### src/sv/soii_pkg.sv
package soii_pkg;

    // Geometry and arithmetic limits
    localparam int MAX_WIDTH    = 1024;
    localparam int MAX_HEIGHT   = 1024;
    localparam int MAX_FEATURES = 4;
    localparam int FEATURE_BITS = 16;
    localparam int MAX_PAIRS    = (MAX_FEATURES * (MAX_FEATURES + 1)) / 2;

    localparam int X_W      = $clog2(MAX_WIDTH);
    localparam int Y_W      = $clog2(MAX_HEIGHT);
    localparam int DIM_W    = 11;
    localparam int FCNT_W   = 3;
    localparam int FIDX_W   = 2;
    localparam int PAIR_W   = $clog2(MAX_PAIRS);
    localparam int PROD_W   = 2 * FEATURE_BITS;
    localparam int SUM_W    = 52;
    localparam int OUT_W    = 53;

    // Line store of previous-row integrals
    localparam int LINE_DEPTH = MAX_WIDTH * MAX_PAIRS;
    localparam int LINE_AW    = $clog2(LINE_DEPTH);

    // Result queue
    localparam int OUTQ_DEPTH = 4;
    localparam int OUTQ_AW    = $clog2(OUTQ_DEPTH);
    localparam int OUTQ_CW    = OUTQ_AW + 1;

    // APB register map
    localparam int CFG_AW     = 4;
    localparam int CFG_DW     = 32;

    typedef enum logic [1:0] {
        REG_WIDTH    = 2'd0,
        REG_HEIGHT   = 2'd1,
        REG_FEATURES = 2'd2
    } t_reg_idx;

    // Effective geometry plus frame restart strobe
    typedef struct packed {
        logic [DIM_W-1:0]  width;
        logic [DIM_W-1:0]  height;
        logic [FCNT_W-1:0] features;
        logic              restart;
    } t_cfg;

    // One pair issued by the sequencer
    typedef struct packed {
        logic                     valid;
        logic [LINE_AW-1:0]       addr;
        logic signed [PROD_W-1:0] prod;
        logic                     first_row;
        logic                     row_start;
        logic [PAIR_W-1:0]        pair;
        logic [FIDX_W-1:0]        fi;
        logic [FIDX_W-1:0]        fj;
        logic [X_W-1:0]           x;
        logic [Y_W-1:0]           y;
        logic                     last;
    } t_issue;

    // One finished result
    typedef struct packed {
        logic [DIM_W-1:0]        column;
        logic [DIM_W-1:0]        row;
        logic [FIDX_W-1:0]       first_feature;
        logic [FIDX_W-1:0]       second_feature;
        logic signed [OUT_W-1:0] pair_sum;
        logic                    last_of_pixel;
    } t_res;

    typedef struct packed {
        logic valid;
        t_res res;
    } t_push;

    // Occupancy of the accumulate pipeline
    typedef struct packed {
        logic s1_valid;
        logic s2_valid;
    } t_acc_stat;

endpackage

### src/sv/soii_cfg.sv
module soii_cfg (
    input  logic                         i_clk,
    input  logic                         i_rst_n,
    input  logic                         psel,
    input  logic                         penable,
    input  logic                         pwrite,
    input  logic [soii_pkg::CFG_AW-1:0]  paddr,
    input  logic [soii_pkg::CFG_DW-1:0]  pwdata,
    output logic [soii_pkg::CFG_DW-1:0]  prdata,
    output logic                         pready,
    output soii_pkg::t_cfg               o_cfg
);
    import soii_pkg::*;

    logic [DIM_W-1:0]  r_width;
    logic [DIM_W-1:0]  r_height;
    logic [FCNT_W-1:0] r_features;
    logic              wr;
    t_reg_idx          idx;

    assign pready = 1'b1;
    assign wr     = psel && penable && pwrite;
    assign idx    = t_reg_idx'(paddr[3:2]);

    // Register writes
    always_ff @(posedge i_clk) begin
        if (!i_rst_n) begin
            r_width    <= DIM_W'(MAX_WIDTH);
            r_height   <= DIM_W'(MAX_HEIGHT);
            r_features <= FCNT_W'(MAX_FEATURES);
        end else if (wr) begin
            unique case (idx)
                REG_WIDTH:    r_width    <= pwdata[DIM_W-1:0];
                REG_HEIGHT:   r_height   <= pwdata[DIM_W-1:0];
                REG_FEATURES: r_features <= pwdata[FCNT_W-1:0];
                default:      ;
            endcase
        end
    end

    // Read-back
    always_comb begin
        unique case (idx)
            REG_WIDTH:    prdata = CFG_DW'(r_width);
            REG_HEIGHT:   prdata = CFG_DW'(r_height);
            REG_FEATURES: prdata = CFG_DW'(r_features);
            default:      prdata = '0;
        endcase
    end

    // Clamp to usable geometry; any write restarts the frame
    always_comb begin
        if (r_width == '0)                        o_cfg.width = DIM_W'(1);
        else if (r_width > DIM_W'(MAX_WIDTH))     o_cfg.width = DIM_W'(MAX_WIDTH);
        else                                      o_cfg.width = r_width;
        if (r_height == '0)                       o_cfg.height = DIM_W'(1);
        else if (r_height > DIM_W'(MAX_HEIGHT))   o_cfg.height = DIM_W'(MAX_HEIGHT);
        else                                      o_cfg.height = r_height;
        if (r_features == '0)                     o_cfg.features = FCNT_W'(1);
        else if (r_features > FCNT_W'(MAX_FEATURES)) o_cfg.features = FCNT_W'(MAX_FEATURES);
        else                                      o_cfg.features = r_features;
        o_cfg.restart = wr;
    end
endmodule

### config.mk
export PLATFORM = sky130hd
export DESIGN_NAME = soii_cfg
export DESIGN_NICKNAME = d
export VERILOG_FILES = /design/src/sv/soii_pkg.sv /design/src/sv/soii_cfg.sv
export SDC_FILE = /design/constraint.sdc
export NUM_CORES = 1
export LEC_CHECK = 0
export BUFFER_PORTS_ARGS = -buffer_cell sky130_fd_sc_hd__buf_2
export CAP_MARGIN = 20
export CORE_UTILIZATION = 40
export CTS_BUF_LIST = sky130_fd_sc_hd__clkbuf_16
export CTS_CLUSTER_DIAMETER = 80
export DETAILED_ROUTE_END_ITERATION = 6
export GPL_TIMING_DRIVEN = 0
export HOLD_SLACK_MARGIN = 0.1
export PLACE_DENSITY = 0.77
export SYNTH_ARGS = -nofsm -noshare
export SYNTH_HDL_FRONTEND = slang
export SYNTH_SLANG_ARGS = --single-unit
### constraint.sdc
create_clock -name i_clk -period 2 [get_ports i_clk]
set_input_delay 0.3 -clock i_clk [delete_from_list [all_inputs] [get_ports i_clk]]
set_output_delay 0.3 -clock i_clk [all_outputs]
set_load 0.005 [all_outputs]
==> impl_metrics.env <==
export IMPL_status="completed"
export IMPL_cp_max_fo=10
export IMPL_initial_utilization=0.420
export IMPL_slew_violations=0
export IMPL_critical_path_startpoint_type="flip-flop"
export IMPL_drt_iter0_drc=34
export IMPL_ys_ff_latch=25
export IMPL_setup_violations=0
export IMPL_die_h_um=64.0
export IMPL_synthesis_area_sq_mm=0.00154
export IMPL_peakVddDrop_uv=402
export IMPL_drv_cap=0
export IMPL_worstMarginPinSlew_ps=586
export IMPL_rows=22
export IMPL_drc_errors=0
export IMPL_power_mw=1.08
export IMPL_fin_tns_setup_ps=0
export IMPL_finalCritPeriodShare=0.863
export IMPL_grt_pass1_wl_um=5550
export IMPL_post_dp_cell_area_sq_mm=0.00193
export IMPL_cts_resized=0
export IMPL_ys_warn_count=0
export IMPL_synth_cell_type_count=19
export IMPL_viasPerCell=4.42
export IMPL_cp_arrival_ps=1430
export IMPL_required_ps=1700
export IMPL_worst_setup_path_end_kind="output port"
export IMPL_cts_max_path_buffers=2
export IMPL_stdcell_area_sq_mm=0.00201
export IMPL_fin_worst_skew_ps=0
export IMPL_wl_um=3510
export IMPL_pin_count=100
export IMPL_ant_nets=0
export IMPL_cts_reportedPaths_clkPinSlew_ps=60
export IMPL_hold_path_depth=3
export IMPL_wire_per_inst_um=11.3
export IMPL_vias=1378
export IMPL_io_buffer_count=52
export IMPL_combPwrFrac=0.128
export IMPL_core_sq_mm=0.00366
export IMPL_drive_gt1_frac=0.318
export IMPL_p_leak_nw=1.04
export IMPL_h_tree_depth=1
export IMPL_holdWs_ps=312
export IMPL_min_path_type="in -> reg"
export IMPL_critPathKind="reg -> out"
export IMPL_grt_usage=0.176
export IMPL_place_congestion=0.789
export IMPL_rsz0062_at_grt="false"
export IMPL_grt_max_degree=14
export IMPL_netSwitchingPower_mw=0.242
export IMPL_cts_num_sinks=25
export IMPL_ys_seq_area_frac=0.326
export IMPL_netlist_instances=188
export IMPL_r2r_cells=2
export IMPL_power_frac_seq=0.471
export IMPL_finalNetCount=306
export IMPL_synth_avg_cell_area_sq_um=8.17
export IMPL_cts_tree="yes"
export IMPL_ctsHoldBuffers=0
export IMPL_grt_pass1_vias=1199
export IMPL_p_sw_frac=0.223
export IMPL_first_pass_iters=4
export IMPL_dieArea_sq_mm=0.00409
export IMPL_antenna_found_initial=0
export IMPL_period_needed_ps=1730
export IMPL_clock_latency_ps=250
export IMPL_relSlewSlack=0.609
export IMPL_fmax_ghz=0.579
export IMPL_hold_viol=0
export IMPL_cts_inserted_buffers=3
export IMPL_dp_hpwl_um=2640
export IMPL_diodes=0
export IMPL_area_growth_syn_to_layout_pct=30.9
export IMPL_cts_root_buffer="clkbuf_16"
export IMPL_grt_overflow=0
export IMPL_intPower_mw=0.842
export IMPL_die_w_um=64.0
export IMPL_post_cts_buffers=0
export IMPL_clockPowerShare=0.400
export IMPL_p_per_area_mw_per_mm2=539
==> cell type report <==
cell class | count | area [sq um]
fill | 357 | 1650
multi-input combinational | 144 | 865
sequential | 25 | 500
timing repair buffer | 52 | 260
buffer | 37 | 239
clock buffer | 3 | 75.1
tap | 48 | 60.1
inverter | 2 | 7.51
clock inverter | 1 | 3.75
==> kinds of logic after synthesis <==
family / count (synthesis) / synth area share
compound gates: 6 / 0.0212
simple gates: 80 / 0.253
other cells: 2 / 0.00489
flops: 25 / 0.326
buf+inv: 39 / 0.160
mux: 36 / 0.235
==> placed cells by master, fill, tap and decap left out <==
| cell type | count |
|---|---|
| a31oi_1 | 2 |
| conb_1 | 22 |
| clkbuf_1 | 10 |
| clkbuf_16 | 3 |
| a21oi_1 | 1 |
| buf_6 | 1 |
| buf_4 | 24 |
| or3b_4 | 1 |
| mux2i_1 | 36 |
| buf_2 | 54 |
| o21ai_0 | 3 |
| nand3_2 | 1 |
| nor3b_1 | 1 |
| inv_1 | 3 |
| nor2b_1 | 25 |
| dfxtp_1 | 25 |
| nand2_1 | 35 |
| nor2_1 | 12 |
| nor3_1 | 3 |
| nor4_1 | 2 |
==> critical path, stage by stage (launching register included) <==
cell,delay (ps)
dfxtp_1,370
clkbuf_1,430
mux2i_1,150
nor2_1,110
buf_2,120
==> power groups by stage <==
stage                     sequential (mW)  clock (mW)  combinational (mW)
after CTS                           0.510       0.439               0.138
final                               0.511       0.433               0.139
after detailed placement            0.522           0               0.138
after global routing                0.511       0.463               0.153
after floorplan                     0.520           0               0.101
after global placement              0.522           0               0.137
==> state kept, by name, indices dropped and copies added, names as in the netlist <==
signal      count
r_height       11
r_width        11
r_features      3
==> synthesized netlist by cell type <==
master | instances | share of area
nor3_1 | 3 | 0.0098
nor2b_1 | 25 | 0.10
nor3b_1 | 1 | 0.0049
a21oi_1 | 1 | 0.0033
dfxtp_1 | 25 | 0.33
nor4_1 | 2 | 0.0081
buf_6 | 1 | 0.0073
nand3_2 | 1 | 0.0065
buf_4 | 24 | 0.12
buf_2 | 2 | 0.0065
conb_1 | 2 | 0.0049
mux2i_1 | 36 | 0.23
or3b_4 | 1 | 0.0073
a31oi_1 | 2 | 0.0081
clkbuf_1 | 10 | 0.024
nor2_1 | 12 | 0.029
inv_1 | 2 | 0.0049
nand2_1 | 35 | 0.086
o21ai_0 | 3 | 0.0098
==> metrics by stage <==
step / setup WS, ps / utilization / std cells
6_report: 274 / 0.549 / 312
5_1_grt: 164 / 0.549 / 312
4_1_cts: 253 / 0.549 / 312
3_5_place_dp: 439 / 0.528 / 308
3_3_place_gp: 433 / 0.528 / 308
2_1_floorplan: 724 / - / 208
==> worst paths after layout <==
path,slack [ps],startpoint,to
setup / recovery,270,r_width[10],prdata[10]
hold reg to reg,480,r_width[0],r_width[0]
hold / removal,310,pwdata[10],r_width[10]
setup reg to reg,1330,r_height[8],r_height[8]
==> per-layer routing <==
layer,wire (um),part of all wire,global-route usage,vias up
met4,29,0.0083,0.0511,0
met3,248,0.071,0.0446,5
met1,1640,0.47,0.231,609
met5,0,0,0,-
met2,1600,0.45,0.281,48
li1,-,-,-,716
Note: power is estimated with default switching activity, not from simulation.
