**config.mk**
```make
export PLATFORM = sky130hd
export DESIGN_NAME = soii_seq_flat
export DESIGN_NICKNAME = d
export VERILOG_FILES = /design/src/sv/soii_pkg.sv /design/src/sv/soii_if.sv /design/src/sv/soii_seq.sv /design/src/flat_wrapper.sv
export SDC_FILE = /design/constraint.sdc
export NUM_CORES = 1
export LEC_CHECK = 0
export BUFFER_PORTS_ARGS = -buffer_cell sky130_fd_sc_hd__buf_4
export CAP_MARGIN = 20
export CORE_ASPECT_RATIO = 1.75
export CORE_MARGIN = 10
export CORE_UTILIZATION = 40
export CTS_CLUSTER_SIZE = 16
export DETAILED_ROUTE_END_ITERATION = 12
export HOLD_SLACK_MARGIN = 0.1
export SLEW_MARGIN = 10
export SYNTH_ARGS = -nofsm -noshare
export SYNTH_HDL_FRONTEND = slang
export SYNTH_SLANG_ARGS = --single-unit
```
**constraint.sdc**
```tcl
create_clock -name i_clk -period 16.4 [get_ports i_clk]
set_input_delay 3.28 -clock i_clk [delete_from_list [all_inputs] [get_ports i_clk]]
set_output_delay 3.28 -clock i_clk [all_outputs]
set_load 0.01 [all_outputs]
```
**src/sv/soii_pkg.sv**
```systemverilog
package soii_pkg;

    // Geometry and arithmetic limits
    localparam int MAX_WIDTH    = 1024;
    localparam int MAX_HEIGHT   = 1024;
    localparam int MAX_FEATURES = 4;
    localparam int FEATURE_BITS = 16;
    localparam int MAX_PAIRS    = (MAX_FEATURES * (MAX_FEATURES + 1)) / 2;

    localparam int X_W      = $clog2(MAX_WIDTH);
    localparam int Y_W      = $clog2(MAX_HEIGHT);
    localparam int DIM_W    = 11;
    localparam int FCNT_W   = 3;
    localparam int FIDX_W   = 2;
    localparam int PAIR_W   = $clog2(MAX_PAIRS);
    localparam int PROD_W   = 2 * FEATURE_BITS;
    localparam int SUM_W    = 52;
    localparam int OUT_W    = 53;

    // Line store of previous-row integrals
    localparam int LINE_DEPTH = MAX_WIDTH * MAX_PAIRS;
    localparam int LINE_AW    = $clog2(LINE_DEPTH);

    // Result queue
    localparam int OUTQ_DEPTH = 4;
    localparam int OUTQ_AW    = $clog2(OUTQ_DEPTH);
    localparam int OUTQ_CW    = OUTQ_AW + 1;

    // APB register map
    localparam int CFG_AW     = 4;
    localparam int CFG_DW     = 32;

    typedef enum logic [1:0] {
        REG_WIDTH    = 2'd0,
        REG_HEIGHT   = 2'd1,
        REG_FEATURES = 2'd2
    } t_reg_idx;

    // Effective geometry plus frame restart strobe
    typedef struct packed {
        logic [DIM_W-1:0]  width;
        logic [DIM_W-1:0]  height;
        logic [FCNT_W-1:0] features;
        logic              restart;
    } t_cfg;

    // One pair issued by the sequencer
    typedef struct packed {
        logic                     valid;
        logic [LINE_AW-1:0]       addr;
        logic signed [PROD_W-1:0] prod;
        logic                     first_row;
        logic                     row_start;
        logic [PAIR_W-1:0]        pair;
        logic [FIDX_W-1:0]        fi;
        logic [FIDX_W-1:0]        fj;
        logic [X_W-1:0]           x;
        logic [Y_W-1:0]           y;
        logic                     last;
    } t_issue;

    // One finished result
    typedef struct packed {
        logic [DIM_W-1:0]        column;
        logic [DIM_W-1:0]        row;
        logic [FIDX_W-1:0]       first_feature;
        logic [FIDX_W-1:0]       second_feature;
        logic signed [OUT_W-1:0] pair_sum;
        logic                    last_of_pixel;
    } t_res;

    typedef struct packed {
        logic valid;
        t_res res;
    } t_push;

    // Occupancy of the accumulate pipeline
    typedef struct packed {
        logic s1_valid;
        logic s2_valid;
    } t_acc_stat;

endpackage

```
**src/sv/soii_if.sv**
```systemverilog
interface soii_pix_if;
    import soii_pkg::*;
    logic                           valid;
    logic                           ready;
    logic signed [FEATURE_BITS-1:0] feature_0;
    logic signed [FEATURE_BITS-1:0] feature_1;
    logic signed [FEATURE_BITS-1:0] feature_2;
    logic signed [FEATURE_BITS-1:0] feature_3;

    modport source (output valid, feature_0, feature_1, feature_2, feature_3, input ready);
    modport sink   (input valid, feature_0, feature_1, feature_2, feature_3, output ready);
endinterface


```
**src/sv/soii_seq.sv**
```systemverilog
module soii_seq (
    input  logic            i_clk,
    input  logic            i_rst_n,
    soii_pix_if.sink        i_pix,
    input  soii_pkg::t_cfg  i_cfg,
    input  logic            i_credit_ok,
    output soii_pkg::t_issue o_iss
);
    import soii_pkg::*;

    logic                           r_busy;
    logic signed [FEATURE_BITS-1:0] r_feat [MAX_FEATURES];
    logic [X_W-1:0]                 r_x;
    logic [Y_W-1:0]                 r_y;
    logic [X_W-1:0]                 r_cx;
    logic [Y_W-1:0]                 r_cy;
    logic [PAIR_W-1:0]              r_p;
    logic [FIDX_W-1:0]              r_i;
    logic [FIDX_W-1:0]              r_j;

    logic              issue;
    logic              last_pair;
    logic              accept;
    logic [FCNT_W-1:0] dm1;
    logic [DIM_W-1:0]  cx_inc;
    logic [DIM_W-1:0]  cy_inc;

    assign dm1       = i_cfg.features - FCNT_W'(1);
    assign last_pair = ({1'b0, r_i} == dm1);
    assign issue     = r_busy && i_credit_ok;
    assign i_pix.ready = !r_busy || (issue && last_pair);
    assign accept    = i_pix.valid && i_pix.ready;
    assign cx_inc    = DIM_W'(r_cx) + DIM_W'(1);
    assign cy_inc    = DIM_W'(r_cy) + DIM_W'(1);

    // Control: pixel hold, pair walk, raster counters
    always_ff @(posedge i_clk) begin
        if (!i_rst_n) begin
            r_busy <= 1'b0;
            r_cx   <= '0;
            r_cy   <= '0;
            r_p    <= '0;
            r_i    <= '0;
            r_j    <= '0;
        end else begin
            if (accept) begin
                r_busy <= 1'b1;
                r_p    <= '0;
                r_i    <= '0;
                r_j    <= '0;
            end else if (issue) begin
                if (last_pair) begin
                    r_busy <= 1'b0;
                end
                r_p <= r_p + PAIR_W'(1);
                if ({1'b0, r_j} == dm1) begin
                    r_i <= r_i + FIDX_W'(1);
                    r_j <= r_i + FIDX_W'(1);
                end else begin
                    r_j <= r_j + FIDX_W'(1);
                end
            end
            if (i_cfg.restart) begin
                r_cx <= '0;
                r_cy <= '0;
            end else if (accept) begin
                if (cx_inc >= i_cfg.width) begin
                    r_cx <= '0;
                    r_cy <= (cy_inc >= i_cfg.height) ? '0 : cy_inc[Y_W-1:0];
                end else begin
                    r_cx <= cx_inc[X_W-1:0];
                end
            end
        end
    end

    // Pixel payload
    always_ff @(posedge i_clk) begin
        if (accept) begin
            r_feat[0] <= i_pix.feature_0;
            r_feat[1] <= i_pix.feature_1;
            r_feat[2] <= i_pix.feature_2;
            r_feat[3] <= i_pix.feature_3;
            r_x       <= r_cx;
            r_y       <= r_cy;
        end
    end

    // Issue one pair: product and line-store slot
    always_comb begin
        o_iss.valid     = issue;
        o_iss.addr      = LINE_AW'(r_x) * LINE_AW'(MAX_PAIRS) + LINE_AW'(r_p);
        o_iss.prod      = r_feat[r_i] * r_feat[r_j];
        o_iss.first_row = (r_y == '0);
        o_iss.row_start = (r_x == '0);
        o_iss.pair      = r_p;
        o_iss.fi        = r_i;
        o_iss.fj        = r_j;
        o_iss.x         = r_x;
        o_iss.y         = r_y;
        o_iss.last      = last_pair;
    end
endmodule

```
**src/flat_wrapper.sv**
```systemverilog
// flat-port wrapper written by rule: the top's interface ports become plain ports
module soii_seq_flat import soii_pkg::*;
  (i_clk, i_rst_n, i_cfg, i_credit_ok, o_iss, i_pix_valid, i_pix_feature_0, i_pix_feature_1, i_pix_feature_2, i_pix_feature_3, i_pix_ready);
  soii_pix_if i_pix_i ();
  input  logic i_clk;
  input  logic i_rst_n;
  input  soii_pkg::t_cfg i_cfg;
  input  logic i_credit_ok;
  output soii_pkg::t_issue o_iss;
  input wire logic [$bits(i_pix_i.valid)-1:0] i_pix_valid;
  input wire logic [$bits(i_pix_i.feature_0)-1:0] i_pix_feature_0;
  input wire logic [$bits(i_pix_i.feature_1)-1:0] i_pix_feature_1;
  input wire logic [$bits(i_pix_i.feature_2)-1:0] i_pix_feature_2;
  input wire logic [$bits(i_pix_i.feature_3)-1:0] i_pix_feature_3;
  output wire logic [$bits(i_pix_i.ready)-1:0] i_pix_ready;
  assign i_pix_i.valid = i_pix_valid;
  assign i_pix_i.feature_0 = i_pix_feature_0;
  assign i_pix_i.feature_1 = i_pix_feature_1;
  assign i_pix_i.feature_2 = i_pix_feature_2;
  assign i_pix_i.feature_3 = i_pix_feature_3;
  assign i_pix_ready = i_pix_i.ready;
  soii_seq u_core (.i_clk(i_clk), .i_rst_n(i_rst_n), .i_pix(i_pix_i), .i_cfg(i_cfg), .i_credit_ok(i_credit_ok), .o_iss(o_iss));
endmodule
```
==> results.json <==
{
  "run_status": "complete, no violations",
  "seqCellArea_um2": 3180,
  "antenna_found_initial": 0,
  "wire_per_inst_um": 19.3,
  "final_antenna_net_count": 0,
  "num-nets-final": 2328,
  "drt_iter0_drc": 631,
  "yosysSeqAreaShare_pct": 19.5,
  "min_period_ps": 11420,
  "routed.top_layer": "met4",
  "finalSetupViolations": 0,
  "cts_resized": 0,
  "drtPass1Iterations": 7,
  "drc": 0,
  "syn_area_um2": 16300,
  "tightest_slew_ps": 1140,
  "clk_transition_reported_paths_ps": 60,
  "drt-total-wl_um": 46300,
  "cts_setup_buffers": 0,
  "yosys.cell_types.count": 74,
  "maxCapViolCount": 0,
  "worst_setup_path_end_kind": "output pin",
  "r2r_slack_ps": 12590,
  "dieArea_um2": 49500,
  "multi_input_area_um2": 11500,
  "dp_hpwl_um": 38300,
  "gp_congestion": 0.939,
  "cts_max_level": 4,
  "synth_edf_count": 84,
  "async_flop_share_pct": 0,
  "clock-sinks": 117,
  "critPathRequiredTime_ps": 13120,
  "io-pin-count": 173,
  "cts_buffers": 17,
  "grt_pass1_wl_um": 74000,
  "dr_wl_met2_um": 26300,
  "num_vias": 12300,
  "synth_top_area_share_pct": 32.5,
  "post_synth.cell_area_avg_um2": 9.63,
  "synth_top_area_cell": "fa_1",
  "viasPerCell": 5.14,
  "finalHoldViolations": 0,
  "chipWidth_um": 173,
  "synth_ff_type": "edfxtp_1",
  "r2r_cells": 14,
  "max-clock-path-buffers": 2,
  "achievable-frequency_ghz": 0.0876,
  "met3_length_um": 2270,
  "fp.dieH_um": 287,
  "coreArea_um2": 40200,
  "tns_ps": 0,
  "whs_path_depth": 0,
  "max-slew-margin-rel_pct": 23.7,
  "syn_nets": 2177,
  "area_delta_synth_final_pct": 15.0,
  "synth.ff_latch_count": 117,
  "hp-class": "flip-flop to flip-flop",
  "min_period_over_period_pct": 69.6,
  "whs_ps": 505,
  "overflow": 0,
  "fill_cells": 3845,
  "grt_max_degree": 83,
  "track_usage_pct": 19.1,
  "cts_tree": "yes",
  "antenna_cells": 0,
  "port_buffers": 172,
  "grt_pass1_vias": 13900,
  "start_util_pct": 40.5,
  "synthTopCellsByArea": "fa_1, edfxtp_1, ha_1",
  "fin_worst_skew_ps": 11.6,
  "critPathKind": "flip-flop to output pin",
  "hp-start": "u_core.r_cy[8]",
  "yosysWarnings": 0,
  "r2r-start": "u_core.r_cy[0]",
  "clk_latency_ps": 430,
  "synth_cells": 1692,
  "layout-drive-gt1-share_pct": 14.4,
  "rsz0062_at_grt": "no",
  "wl_met1_um": 15200,
  "worstSetupStartpointType": "flip-flop",
  "slew_violations": 0,
  "fp-row-count": 97,
  "hold_buffers": 0,
  "reg2reg_to": "u_core.r_cy[8]",
  "hold_end": "u_core.r_y[8]",
  "arrival_ps": 8140,
  "cts_root_buf": "clkbuf_16",
  "cp_max_fo": 29
}
flip-flops by register name (all words and copies together), names as in the netlist, named ones only:
name           flops
u_core.r_feat     64
u_core.r_cx       10
u_core.r_cy       10
u_core.r_x        10
u_core.r_y        10
u_core.r_p         4
u_core.r_i         2
u_core.r_j         2
u_core.r_busy      1
final cells by class:
cell class,instances,share of cell area (%)
Tap cell,544,3.63
Sequential cell,117,17.0
Timing Repair Buffer,183,7.33
Clock buffer,17,2.27
Inverter,367,7.36
Multi-Input combinational cell,1157,61.5
Clock inverter,15,0.928
cells in the mapped netlist (5+ instances only):
cell,n
xnor2_1,49
a211oi_1,7
clkbuf_1,39
mux2_2,21
mux4_2,11
xor2_1,24
nand2_1,180
nor4_1,6
nor3_1,12
buf_1,5
nand3_1,25
fa_1,264
edfxtp_1,84
ha_1,127
dfxtp_1,33
a21oi_1,40
nor2b_1,13
inv_1,367
nand4_1,6
and3_1,5
o21ai_1,20
o21ai_0,31
a21o_1,5
and2_1,27
mux2i_1,21
a31oi_1,5
or4_1,6
a22oi_1,7
o21a_1,26
nand2b_1,14
nor2_1,136
routing by layer:
metal  up-vias  track usage (%)
met4         0             10.3
met2       413             38.1
met3       113             3.31
met5         -                0
met1      6144             17.9
li1       5654                -
worst max path at each step:
stage / end / start / depth (start not counted) / slack, ps
after floorplan: o_iss[59] / flip-flop / 23 / 6390
after global placement: o_iss[62] / flip-flop / 22 / 5340
after detailed placement: o_iss[62] / flip-flop / 22 / 5250
final: o_iss[62] / flip-flop / 22 / 4980
after global routing: o_iss[61] / flip-flop / 21 / 4570
after CTS: o_iss[62] / flip-flop / 22 / 4780
cells in the final DEF, fill, tap and decap left out, drive strengths merged, types with 24 or more instances in the layout:
master / instances
ha: 127
xor2: 24
and2: 28
o21ai: 51
nand2: 182
buf: 183
nand3: 25
nor2: 138
dfxtp: 33
edfxtp: 84
xnor2: 49
a21oi: 42
inv: 370
fa: 264
o21a: 26
worst max-delay path, stage by stage (launching register included):
cell and delay (ps):
dfxtp_2 870, mux2_2 420, o21ai_0 860, nor2_1 150
fa_1 560, inv_1 50, fa_1 410, fa_1 540
inv_1 40, ha_1 280, fa_1 490, inv_1 50
fa_1 470, inv_1 40, ha_1 330, a2111o_1 380
o22a_1 310, a311oi_1 560, buf_4 240, o311ai_1 160
a21boi_1 220, xnor2_1 140, buf_4 140
stage by stage:
step / cell area (um2) / setup slack [ps] / util [%] / cells
finish: 18700 / 4980 / 46.6 / 2400
global route: 18700 / 4570 / 46.6 / 2400
CTS: 18700 / 4780 / 46.6 / 2398
detailed placement: 18100 / 5250 / 45.1 / 2366
global placement: 18100 / 5340 / 45.1 / 2366
floorplan: 16300 / 6390 / - / 1692
cell families after synthesis:
family	count (synthesis)	synth area share, %
AOI/OAI and AO/OA	187	7.87
muxes	53	4.26
buffers and inverters	418	9.73
adders and majority gates	391	42.2
DFF	117	19.5
and+or+nand+nor	453	12.5
xor gates and xnor gates	73	3.93
Power is not shown: default switching activity piles up to over one toggle a cycle in this logic, so the estimate is an artifact.
