--- config.mk ---
export PLATFORM = sky130hd
export DESIGN_NAME = soii_outq_flat
export DESIGN_NICKNAME = d
export VERILOG_FILES = /design/src/sv/soii_pkg.sv /design/src/sv/soii_if.sv /design/src/sv/soii_outq.sv /design/src/flat_wrapper.sv
export SDC_FILE = /design/constraint.sdc
export NUM_CORES = 1
export LEC_CHECK = 0
export BUFFER_PORTS_ARGS = -buffer_cell sky130_fd_sc_hd__buf_2
export CORE_MARGIN = 5
export CORE_UTILIZATION = 57
export DETAILED_ROUTE_END_ITERATION = 10
export PLACE_DENSITY = 0.79
export RECOVER_POWER = 25
export SLEW_MARGIN = 20
export SYNTH_ARGS = -nofsm -noshare
export SYNTH_HDL_FRONTEND = slang
export SYNTH_SLANG_ARGS = --single-unit
--- constraint.sdc ---
create_clock -name i_clk -period 3.71 [get_ports i_clk]
set_clock_uncertainty 0.2 [all_clocks]
set_input_delay 0 -clock i_clk [delete_from_list [all_inputs] [get_ports i_clk]]
set_output_delay 0 -clock i_clk [all_outputs]
set_load 0.02 [all_outputs]
--- src/sv/soii_pkg.sv ---
package soii_pkg;

    // Geometry and arithmetic limits
    localparam int MAX_WIDTH    = 1024;
    localparam int MAX_HEIGHT   = 1024;
    localparam int MAX_FEATURES = 4;
    localparam int FEATURE_BITS = 16;
    localparam int MAX_PAIRS    = (MAX_FEATURES * (MAX_FEATURES + 1)) / 2;

    localparam int X_W      = $clog2(MAX_WIDTH);
    localparam int Y_W      = $clog2(MAX_HEIGHT);
    localparam int DIM_W    = 11;
    localparam int FCNT_W   = 3;
    localparam int FIDX_W   = 2;
    localparam int PAIR_W   = $clog2(MAX_PAIRS);
    localparam int PROD_W   = 2 * FEATURE_BITS;
    localparam int SUM_W    = 52;
    localparam int OUT_W    = 53;

    // Line store of previous-row integrals
    localparam int LINE_DEPTH = MAX_WIDTH * MAX_PAIRS;
    localparam int LINE_AW    = $clog2(LINE_DEPTH);

    // Result queue
    localparam int OUTQ_DEPTH = 4;
    localparam int OUTQ_AW    = $clog2(OUTQ_DEPTH);
    localparam int OUTQ_CW    = OUTQ_AW + 1;

    // APB register map
    localparam int CFG_AW     = 4;
    localparam int CFG_DW     = 32;

    typedef enum logic [1:0] {
        REG_WIDTH    = 2'd0,
        REG_HEIGHT   = 2'd1,
        REG_FEATURES = 2'd2
    } t_reg_idx;

    // Effective geometry plus frame restart strobe
    typedef struct packed {
        logic [DIM_W-1:0]  width;
        logic [DIM_W-1:0]  height;
        logic [FCNT_W-1:0] features;
        logic              restart;
    } t_cfg;

    // One pair issued by the sequencer
    typedef struct packed {
        logic                     valid;
        logic [LINE_AW-1:0]       addr;
        logic signed [PROD_W-1:0] prod;
        logic                     first_row;
        logic                     row_start;
        logic [PAIR_W-1:0]        pair;
        logic [FIDX_W-1:0]        fi;
        logic [FIDX_W-1:0]        fj;
        logic [X_W-1:0]           x;
        logic [Y_W-1:0]           y;
        logic                     last;
    } t_issue;

    // One finished result
    typedef struct packed {
        logic [DIM_W-1:0]        column;
        logic [DIM_W-1:0]        row;
        logic [FIDX_W-1:0]       first_feature;
        logic [FIDX_W-1:0]       second_feature;
        logic signed [OUT_W-1:0] pair_sum;
        logic                    last_of_pixel;
    } t_res;

    typedef struct packed {
        logic valid;
        t_res res;
    } t_push;

    // Occupancy of the accumulate pipeline
    typedef struct packed {
        logic s1_valid;
        logic s2_valid;
    } t_acc_stat;

endpackage

--- src/sv/soii_if.sv ---


interface soii_res_if;
    import soii_pkg::*;
    logic                    valid;
    logic                    ready;
    logic [DIM_W-1:0]        column;
    logic [DIM_W-1:0]        row;
    logic [FIDX_W-1:0]       first_feature;
    logic [FIDX_W-1:0]       second_feature;
    logic signed [OUT_W-1:0] pair_sum;
    logic                    last_of_pixel;

    modport source (output valid, column, row, first_feature, second_feature, pair_sum,
                    last_of_pixel, input ready);
    modport sink   (input valid, column, row, first_feature, second_feature, pair_sum,
                    last_of_pixel, output ready);
endinterface

--- src/sv/soii_outq.sv ---
module soii_outq (
    input  logic                          i_clk,
    input  logic                          i_rst_n,
    input  soii_pkg::t_push               i_push,
    soii_res_if.source                    o_res,
    output logic [soii_pkg::OUTQ_CW-1:0]  o_count
);
    import soii_pkg::*;

    t_res                r_mem [OUTQ_DEPTH];
    logic [OUTQ_AW-1:0]  r_wptr;
    logic [OUTQ_AW-1:0]  r_rptr;
    logic [OUTQ_CW-1:0]  r_count;
    logic                pop;
    t_res                head;

    assign pop     = o_res.valid && o_res.ready;
    assign head    = r_mem[r_rptr];
    assign o_count = r_count;

    // Pointers and fill level; issue credit keeps pushes from overflowing
    always_ff @(posedge i_clk) begin
        if (!i_rst_n) begin
            r_wptr  <= '0;
            r_rptr  <= '0;
            r_count <= '0;
        end else begin
            if (i_push.valid) begin
                r_wptr <= r_wptr + OUTQ_AW'(1);
            end
            if (pop) begin
                r_rptr <= r_rptr + OUTQ_AW'(1);
            end
            r_count <= r_count + OUTQ_CW'(i_push.valid) - OUTQ_CW'(pop);
        end
    end

    always_ff @(posedge i_clk) begin
        if (i_push.valid) begin
            r_mem[r_wptr] <= i_push.res;
        end
    end

    // Result beat
    always_comb begin
        o_res.valid          = (r_count != '0);
        o_res.column         = head.column;
        o_res.row            = head.row;
        o_res.first_feature  = head.first_feature;
        o_res.second_feature = head.second_feature;
        o_res.pair_sum       = head.pair_sum;
        o_res.last_of_pixel  = head.last_of_pixel;
    end
endmodule

--- src/flat_wrapper.sv ---
// flat-port wrapper written by rule: the top's interface ports become plain ports
module soii_outq_flat import soii_pkg::*;
  (i_clk, i_rst_n, i_push, o_count, o_res_valid, o_res_column, o_res_row, o_res_first_feature, o_res_second_feature, o_res_pair_sum, o_res_last_of_pixel, o_res_ready);
  soii_res_if o_res_i ();
  input  logic i_clk;
  input  logic i_rst_n;
  input  soii_pkg::t_push i_push;
  output logic [soii_pkg::OUTQ_CW-1:0] o_count;
  output wire logic [$bits(o_res_i.valid)-1:0] o_res_valid;
  output wire logic [$bits(o_res_i.column)-1:0] o_res_column;
  output wire logic [$bits(o_res_i.row)-1:0] o_res_row;
  output wire logic [$bits(o_res_i.first_feature)-1:0] o_res_first_feature;
  output wire logic [$bits(o_res_i.second_feature)-1:0] o_res_second_feature;
  output wire logic [$bits(o_res_i.pair_sum)-1:0] o_res_pair_sum;
  output wire logic [$bits(o_res_i.last_of_pixel)-1:0] o_res_last_of_pixel;
  input wire logic [$bits(o_res_i.ready)-1:0] o_res_ready;
  assign o_res_valid = o_res_i.valid;
  assign o_res_column = o_res_i.column;
  assign o_res_row = o_res_i.row;
  assign o_res_first_feature = o_res_i.first_feature;
  assign o_res_second_feature = o_res_i.second_feature;
  assign o_res_pair_sum = o_res_i.pair_sum;
  assign o_res_last_of_pixel = o_res_i.last_of_pixel;
  assign o_res_i.ready = o_res_ready;
  soii_outq u_core (.i_clk(i_clk), .i_rst_n(i_rst_n), .i_push(i_push), .o_res(o_res_i), .o_count(o_count));
endmodule
==> qor.yml, run 1 <==
run:
  cap_violations: 0
synthesis:
  avgSynthCellArea_um2: 26.2
  seq_area_frac_synth_pct: 80.9
  syn_nets: 553
  synth_top_family_by_area: "multiplexers"
  synthSimpleGateAreaFrac_pct: 0.683
  ys_warn_count: 0
  synth_area_leaders: "edfxtp_1 (79%), mux4_2 (15%), dfxtp_1 (1.5%)"
  synthXorXnorAreaFrac_pct: 0.259
  ys_ff_latch: 329
  syn_area_um2: 12100
  synth_adder_area_share_pct: 0.786
  ys_types: 20
  yosysTopAreaCell: "edfxtp_1"
  netlist_instances: 462
  synth_compound_area_share_pct: 0.145
  synth_top_area_share_pct: 79.4
  synth_mux_area_share_pct: 15.2
pwr:
  leakage_nw: 5.07
  pwr_density_cell_nw_per_um2: 632
  vdd_drop_max_mv: 0.533
cells_and_area:
  nFillCells: 1269
  fin_util_pct: 71.9
  final_common_cell: "edfxtp_1"
  layout-drive-gt1-share_pct: 33.9
  antennaDiodeCount: 0
  fin_nets: 833
  mostFrequentLayoutCells: "edfxtp_1 (320), buf_2 (118), dlygate4sd3_1 (84)"
  area_delta_synth_final_pct: 24.5
  instances_no_fill: 1042
  finalInstanceArea_um2: 15100
drt:
  drt-vias-per-instance: 5.54
  ant_nets: 0
  wl_per_cell_um: 22.3
  vias: 5775
  dr.pass1.iters: 4
  drt_wl_total_um: 23200
  drt_iter0_drc: 389
  drc: 0
min_path:
  min_path_cells: 2
  min_from: "i_push[70]"
  hold_path.class: "in -> reg"
  min_to: "u_core.r_mem[3][70]"
clock_tree:
  cts_max_path_buffers: 3
  htree_num_levels: 2
  clk_pin_slew_ns: 0.06
  cts_sinks: 329
  cts-resized-gates: 0
  clkLatencyLatePin_ns: 0.49
  cts_tree: "yes"
  ctsRootBufferMaster: "clkbuf_16"
  numCtsBuffers: 34
floorplanning:
  coreArea_um2: 21000
  die_y_um: 156
  start_util_pct: 57.7
  die_w_um: 156
  rows: 53
  dieArea_um2: 24200
  ioPinCount: 168
setup_path:
  start_kind: "register"
  r2r_start: "u_core.o_count[1]"
  cp.arrival_ns: 2.37
  r2r_slack_ns: 1.36
  r2r-end: "u_core.o_count[2]"
  cp_max_fo: 65
  cp-end-kind: "output pin"
  required_ns: 3.51
  reg2reg_depth: 7
  worstSetupPathType: "reg -> out"
timing:
  hold_viol_final: 0
  timing.fmax_mhz: 389
  worst_slew_pin_slew_ns: 0.984
  setup_viol: 0
  setup_ws_ns: 1.14
  fin_crit_sh_pct: 69.3
  relSlewSlack_pct: 34.4
  setup_tns_ns: 0
  slew_viol_final: 0
  rsz0062_at_grt: "no"
  layout_min_cycle_time_ns: 2.57
placement:
  dp_slack_ns: 1.41
  gp_congestion: 0.706
  dpl.hpwl_um: 13200
  post_dp_cell_area_um2: 13200
  dp_cells: 897
  io_buffers: 167
global_routing:
  grt_antenna_before_repair: 0
  gr-total-overflow: 0
  grt_pass1_wl_um: 36400
  grt_usage_pct: 19.6
  grt_pass1_vias: 6504
  grt_max_degree: 66
status:
  outcome: "complete, no violations"
## synth_stat cells, drive strengths merged
| master | n |
|---|---|
| xor2 | 1 |
| dfxtp | 9 |
| o311ai | 1 |
| o31a | 1 |
| nor2b | 1 |
| edfxtp | 320 |
| nand2 | 2 |
| xnor3 | 1 |
| or3 | 1 |
| mux4 | 80 |
| and2 | 8 |
| fa | 1 |
| nand2b | 2 |
| ha | 6 |
| inv | 6 |
| buf | 18 |
| mux2i | 4 |
## worst max-delay path by stage
stage | start | end
3_5_place_dp | u_core.o_count[1] | u_core.o_count[2]
3_3_place_gp | u_core.o_count[1] | u_core.o_count[2]
2_1_floorplan | u_core.r_wptr[0] | u_core.r_mem[0][0]
5_1_grt | register | o_res_row[1]
4_1_cts | register | o_res_row[9]
6_report | register | o_res_row[1]
## stage by stage
step                hold slack [ns]  power [W]
detailed placement           0.0165    0.00630
global placement            0.00999    0.00625
finish                       0.0768    0.00952
floorplan                    -0.101    0.00582
global route                 0.0833    0.00990
CTS                          0.0358    0.00961
## registers in the layout, indices dropped and copies added (netlist names), named ones only
name,count
u_core.o_count,3
u_core.r_mem,320
u_core.r_wptr,2
u_core.r_rptr,2
## metal layers
metal  part of all wire [%]  vias to the layer above  GRT usage, %
met5                      0                        -             0
met4                    2.3                        0          5.29
met3                    5.9                       46          4.19
met2                     53                      197          34.9
met1                     38                     2988          24.7
li1                       -                     2544             -
## worst max-delay path, cell delays in order (launching register included)
cell     delay, ns
dfxtp_4       1.00
buf_4         0.33
mux4_2        0.33
buf_2         0.18
## logic make-up after synthesis
logic type / Yosys count
AO/OA/AOI/OAI: 2
XOR/XNOR: 2
adder cells (fa/ha/maj): 7
buffers and inverters: 24
flip-flops: 329
multiplexers: 84
AND/OR/NAND/NOR: 14
## where the power goes
part           leakage [nW]  switching [W]  internal (W)
Clock                 0.531        0.00130       0.00196
Sequential             3.01       0.000143       0.00429
Combinational          1.53       0.000991      0.000844
Total                  5.07        0.00243       0.00709
## layout make-up
type | instances | area, µm² | area share, %
clock buffers | 46 | 960 | 6.37
clock inverters | 15 | 123 | 0.814
inverters | 6 | 22.5 | 0.150
multi-input cells | 109 | 2080 | 13.8
flip-flops and latches | 329 | 9800 | 65.1
well taps | 275 | 344 | 2.28
repair buffers | 262 | 1740 | 11.5
## repair_timing
item,CTS,global route
endpoints found under the hold margin,330,0
buffers inserted,0,0
hold buffers,84,0
Note: power is estimated with default switching activity, not from simulation.
==> run 2, diff against run 1 <==
--- a/config.mk
+++ b/config.mk
@@ -7,9 +7,9 @@
 export LEC_CHECK = 0
 export BUFFER_PORTS_ARGS = -buffer_cell sky130_fd_sc_hd__buf_2
 export CORE_MARGIN = 5
-export CORE_UTILIZATION = 57
+export CORE_UTILIZATION = 51
 export DETAILED_ROUTE_END_ITERATION = 10
-export PLACE_DENSITY = 0.79
+export PLACE_DENSITY = 0.75
 export RECOVER_POWER = 25
 export SLEW_MARGIN = 20
 export SYNTH_ARGS = -nofsm -noshare
==> constraint.sdc (replaced) <==
create_clock -name i_clk -period 2.1 [get_ports i_clk]
set_clock_uncertainty 0.2 [all_clocks]
set_input_delay 0 -clock i_clk [delete_from_list [all_inputs] [get_ports i_clk]]
set_output_delay 0 -clock i_clk [all_outputs]
set_load 0.02 [all_outputs]
==> qor.yml, run 2 (synthesis results as in run 1) <==
drt:
  drt_iter0_drc: 434  # +12%
  drt-vias-per-instance: 5.32  # -4.1%
  ant_nets: 0  # unchanged
  dr.pass1.iters: 5  # +1
  vias: 6040  # +4.6%
  drt_wl_total_um: 24300  # +4.5%
  drc: 0  # unchanged
  wl_per_cell_um: 21.4  # -4.2%
cells_and_area:
  largest_reg_flops: 320  # unchanged
  largest-register: "u_core.r_mem"
  area_delta_synth_final_pct: 32.2
  final_common_cell: "edfxtp_1"
  layout-drive-gt1-share_pct: 36.0  # +2.1 points
  finalInstanceArea_um2: 16000  # +6.2%
  mostFrequentLayoutCells: "edfxtp_1 (320), dlygate4sd3_1 (111), buf_2 (96)"
  nFillCells: 1506  # +19%
  antennaDiodeCount: 0  # unchanged
  fin_nets: 883  # +6.0%
min_path:
  hold_path.class: "in -> reg"
floorplanning:
  die_y_um: 164  # +5.4%
  start_util_pct: 51.7  # -6.0 points
  ioPinCount: 168  # unchanged
  die_w_um: 164  # +5.4%
  coreArea_um2: 23400  # +12%
  rows: 56  # +5.7%
  dieArea_um2: 26900  # +11%
timing:
  timing.fmax_mhz: 459
  rsz0062_at_grt: "yes"
  layout_min_cycle_time_ns: 2.18
  relSlewSlack_pct: 71.3  # +37 points
  hold_slack_ns: 0.0602  # -0.0166 ns
  worst_slew_pin_slew_ns: 0.425  # -0.559 ns
  setup_ws_ns: -0.0783  # -1.22 ns
  setup_viol: 68  # +68
  slew_viol_final: 0  # unchanged
  hold_viol_final: 0  # unchanged
  fin_crit_sh_pct: 104
status:
  failed_checks: "setup timing"
  outcome: "complete, but fails checks"
clock_tree:
  cts_sinks: 329  # unchanged
  clk_pin_slew_ns: 0.06  # about the same
  numCtsBuffers: 31  # -8.8%
  cts_max_path_buffers: 3  # unchanged
  cts_tree: "yes"
  htree_num_levels: 1  # -1
  clkLatencyLatePin_ns: 0.55  # +0.06 ns
  ctsRootBufferMaster: "clkbuf_16"
global_routing:
  grt_pass1_vias: 6480  # -0.37%
  gr-total-overflow: 0  # unchanged
  grt_antenna_before_repair: 1  # +1
  grt_pass1_wl_um: 37000  # +1.8%
  grt_usage_pct: 18.1  # -1.5 points
  grt_max_degree: 28  # -58%
run:
  cap_violations: 0  # unchanged
setup_path:
  start_kind: "register"
  cp_max_fo: 6  # -91%
  worstSetupPathType: "reg -> out"
  required_ns: 1.90  # -1.61 ns
  cp.arrival_ns: 1.98  # -0.39 ns
  cp-end-kind: "output pin"
placement:
  io_buffers: 167  # unchanged
  gp_congestion: 0.769  # +8.9%
  post_dp_cell_area_um2: 13600  # +2.7%
  dpl.hpwl_um: 14000  # +5.8%
pwr:
  vdd_drop_max_mv: 0.873  # +64%
  leakage_nw: 5.43  # +7.0%
  pwr_density_cell_nw_per_um2: 1080  # +70%
[run 2: cell types whose count changed in the layout (fill, tap and decap cells not counted), sizes merged]
cell,before,now
buf,129,160
dlygate4sd3,84,111
clkbuf,95,82
clkinv,12,15
bufinv,2,3
clkinvlp,0,1
[run 2: metrics by stage]
stage	setup WS, ns	total power [W]	TNS [ns]	instances	util (%)
5_1_grt	-0.142	0.0179	-7.28	1136	68.3
3_5_place_dp	0.0366	0.0113	0	956	57.9
3_3_place_gp	0.0672	0.0112	0	956	57.9
2_1_floorplan	-0.00421	0.0103	-0.00421	462	-
4_1_cts	-0.111	0.0172	-5.06	1134	68.2
6_report	-0.0783	0.0172	-2.17	1136	68.3
[run 2: layout make-up]
| cell class | instances | area, µm² | area share [%] |
|---|---|---|---|
| tap | 319 | 399 | 2.50 |
| clock inverter | 20 | 174 | 1.09 |
| multi-input combinational | 109 | 2080 | 13.0 |
| clock buffer | 38 | 802 | 5.02 |
| timing repair buffer | 315 | 2700 | 16.9 |
| sequential | 329 | 9800 | 61.3 |
| inverter | 6 | 22.5 | 0.141 |
[run 2: path summary, 6_finish.rpt]
check                           slack, ns  depth (start not counted)             endpoint               from
worst max-delay path                -0.08                          5      o_res_column[1]           register
worst min-delay path                 0.06                          2  u_core.r_mem[3][47]         i_push[47]
worst max register to register          0                          7    u_core.o_count[2]  u_core.o_count[2]
worst min register to register       0.28                          2             register   u_core.r_rptr[1]
[run 2: timing repair]
item                                    CTS  global route
gates resized for setup                  47            14
buffers inserted                          5             1
endpoints found under the setup margin   71            81
cloned                                    4             1
hold buffers                            111             0
hold endpoints to repair                389             0
pin swaps                                 0             0
[run 2: worst max-delay path, cell delays in order (launching register included)]
cell,delay [ns]
dfxtp_4,0.38
buf_12,0.13
buf_12,0.12
buf_16,0.13
mux4_2,0.52
buf_6,0.15
[run 2: metal layers]
metal	wire (µm)	part of all wire (%)	vias up	track usage (%)
met5	13	0.054	-	0
met1	9670	40	3127	24.1
met4	400	1.6	2	3.85
li1	-	-	2660	-
met3	1540	6.3	39	3.59
met2	12700	52	212	31.4
[run 2: power breakdown]
part / internal, W / switching [W]
Clock: 0.00307 / 0.00222
Combinational: 0.00214 / 0.00206
Sequential: 0.00758 / 0.000129
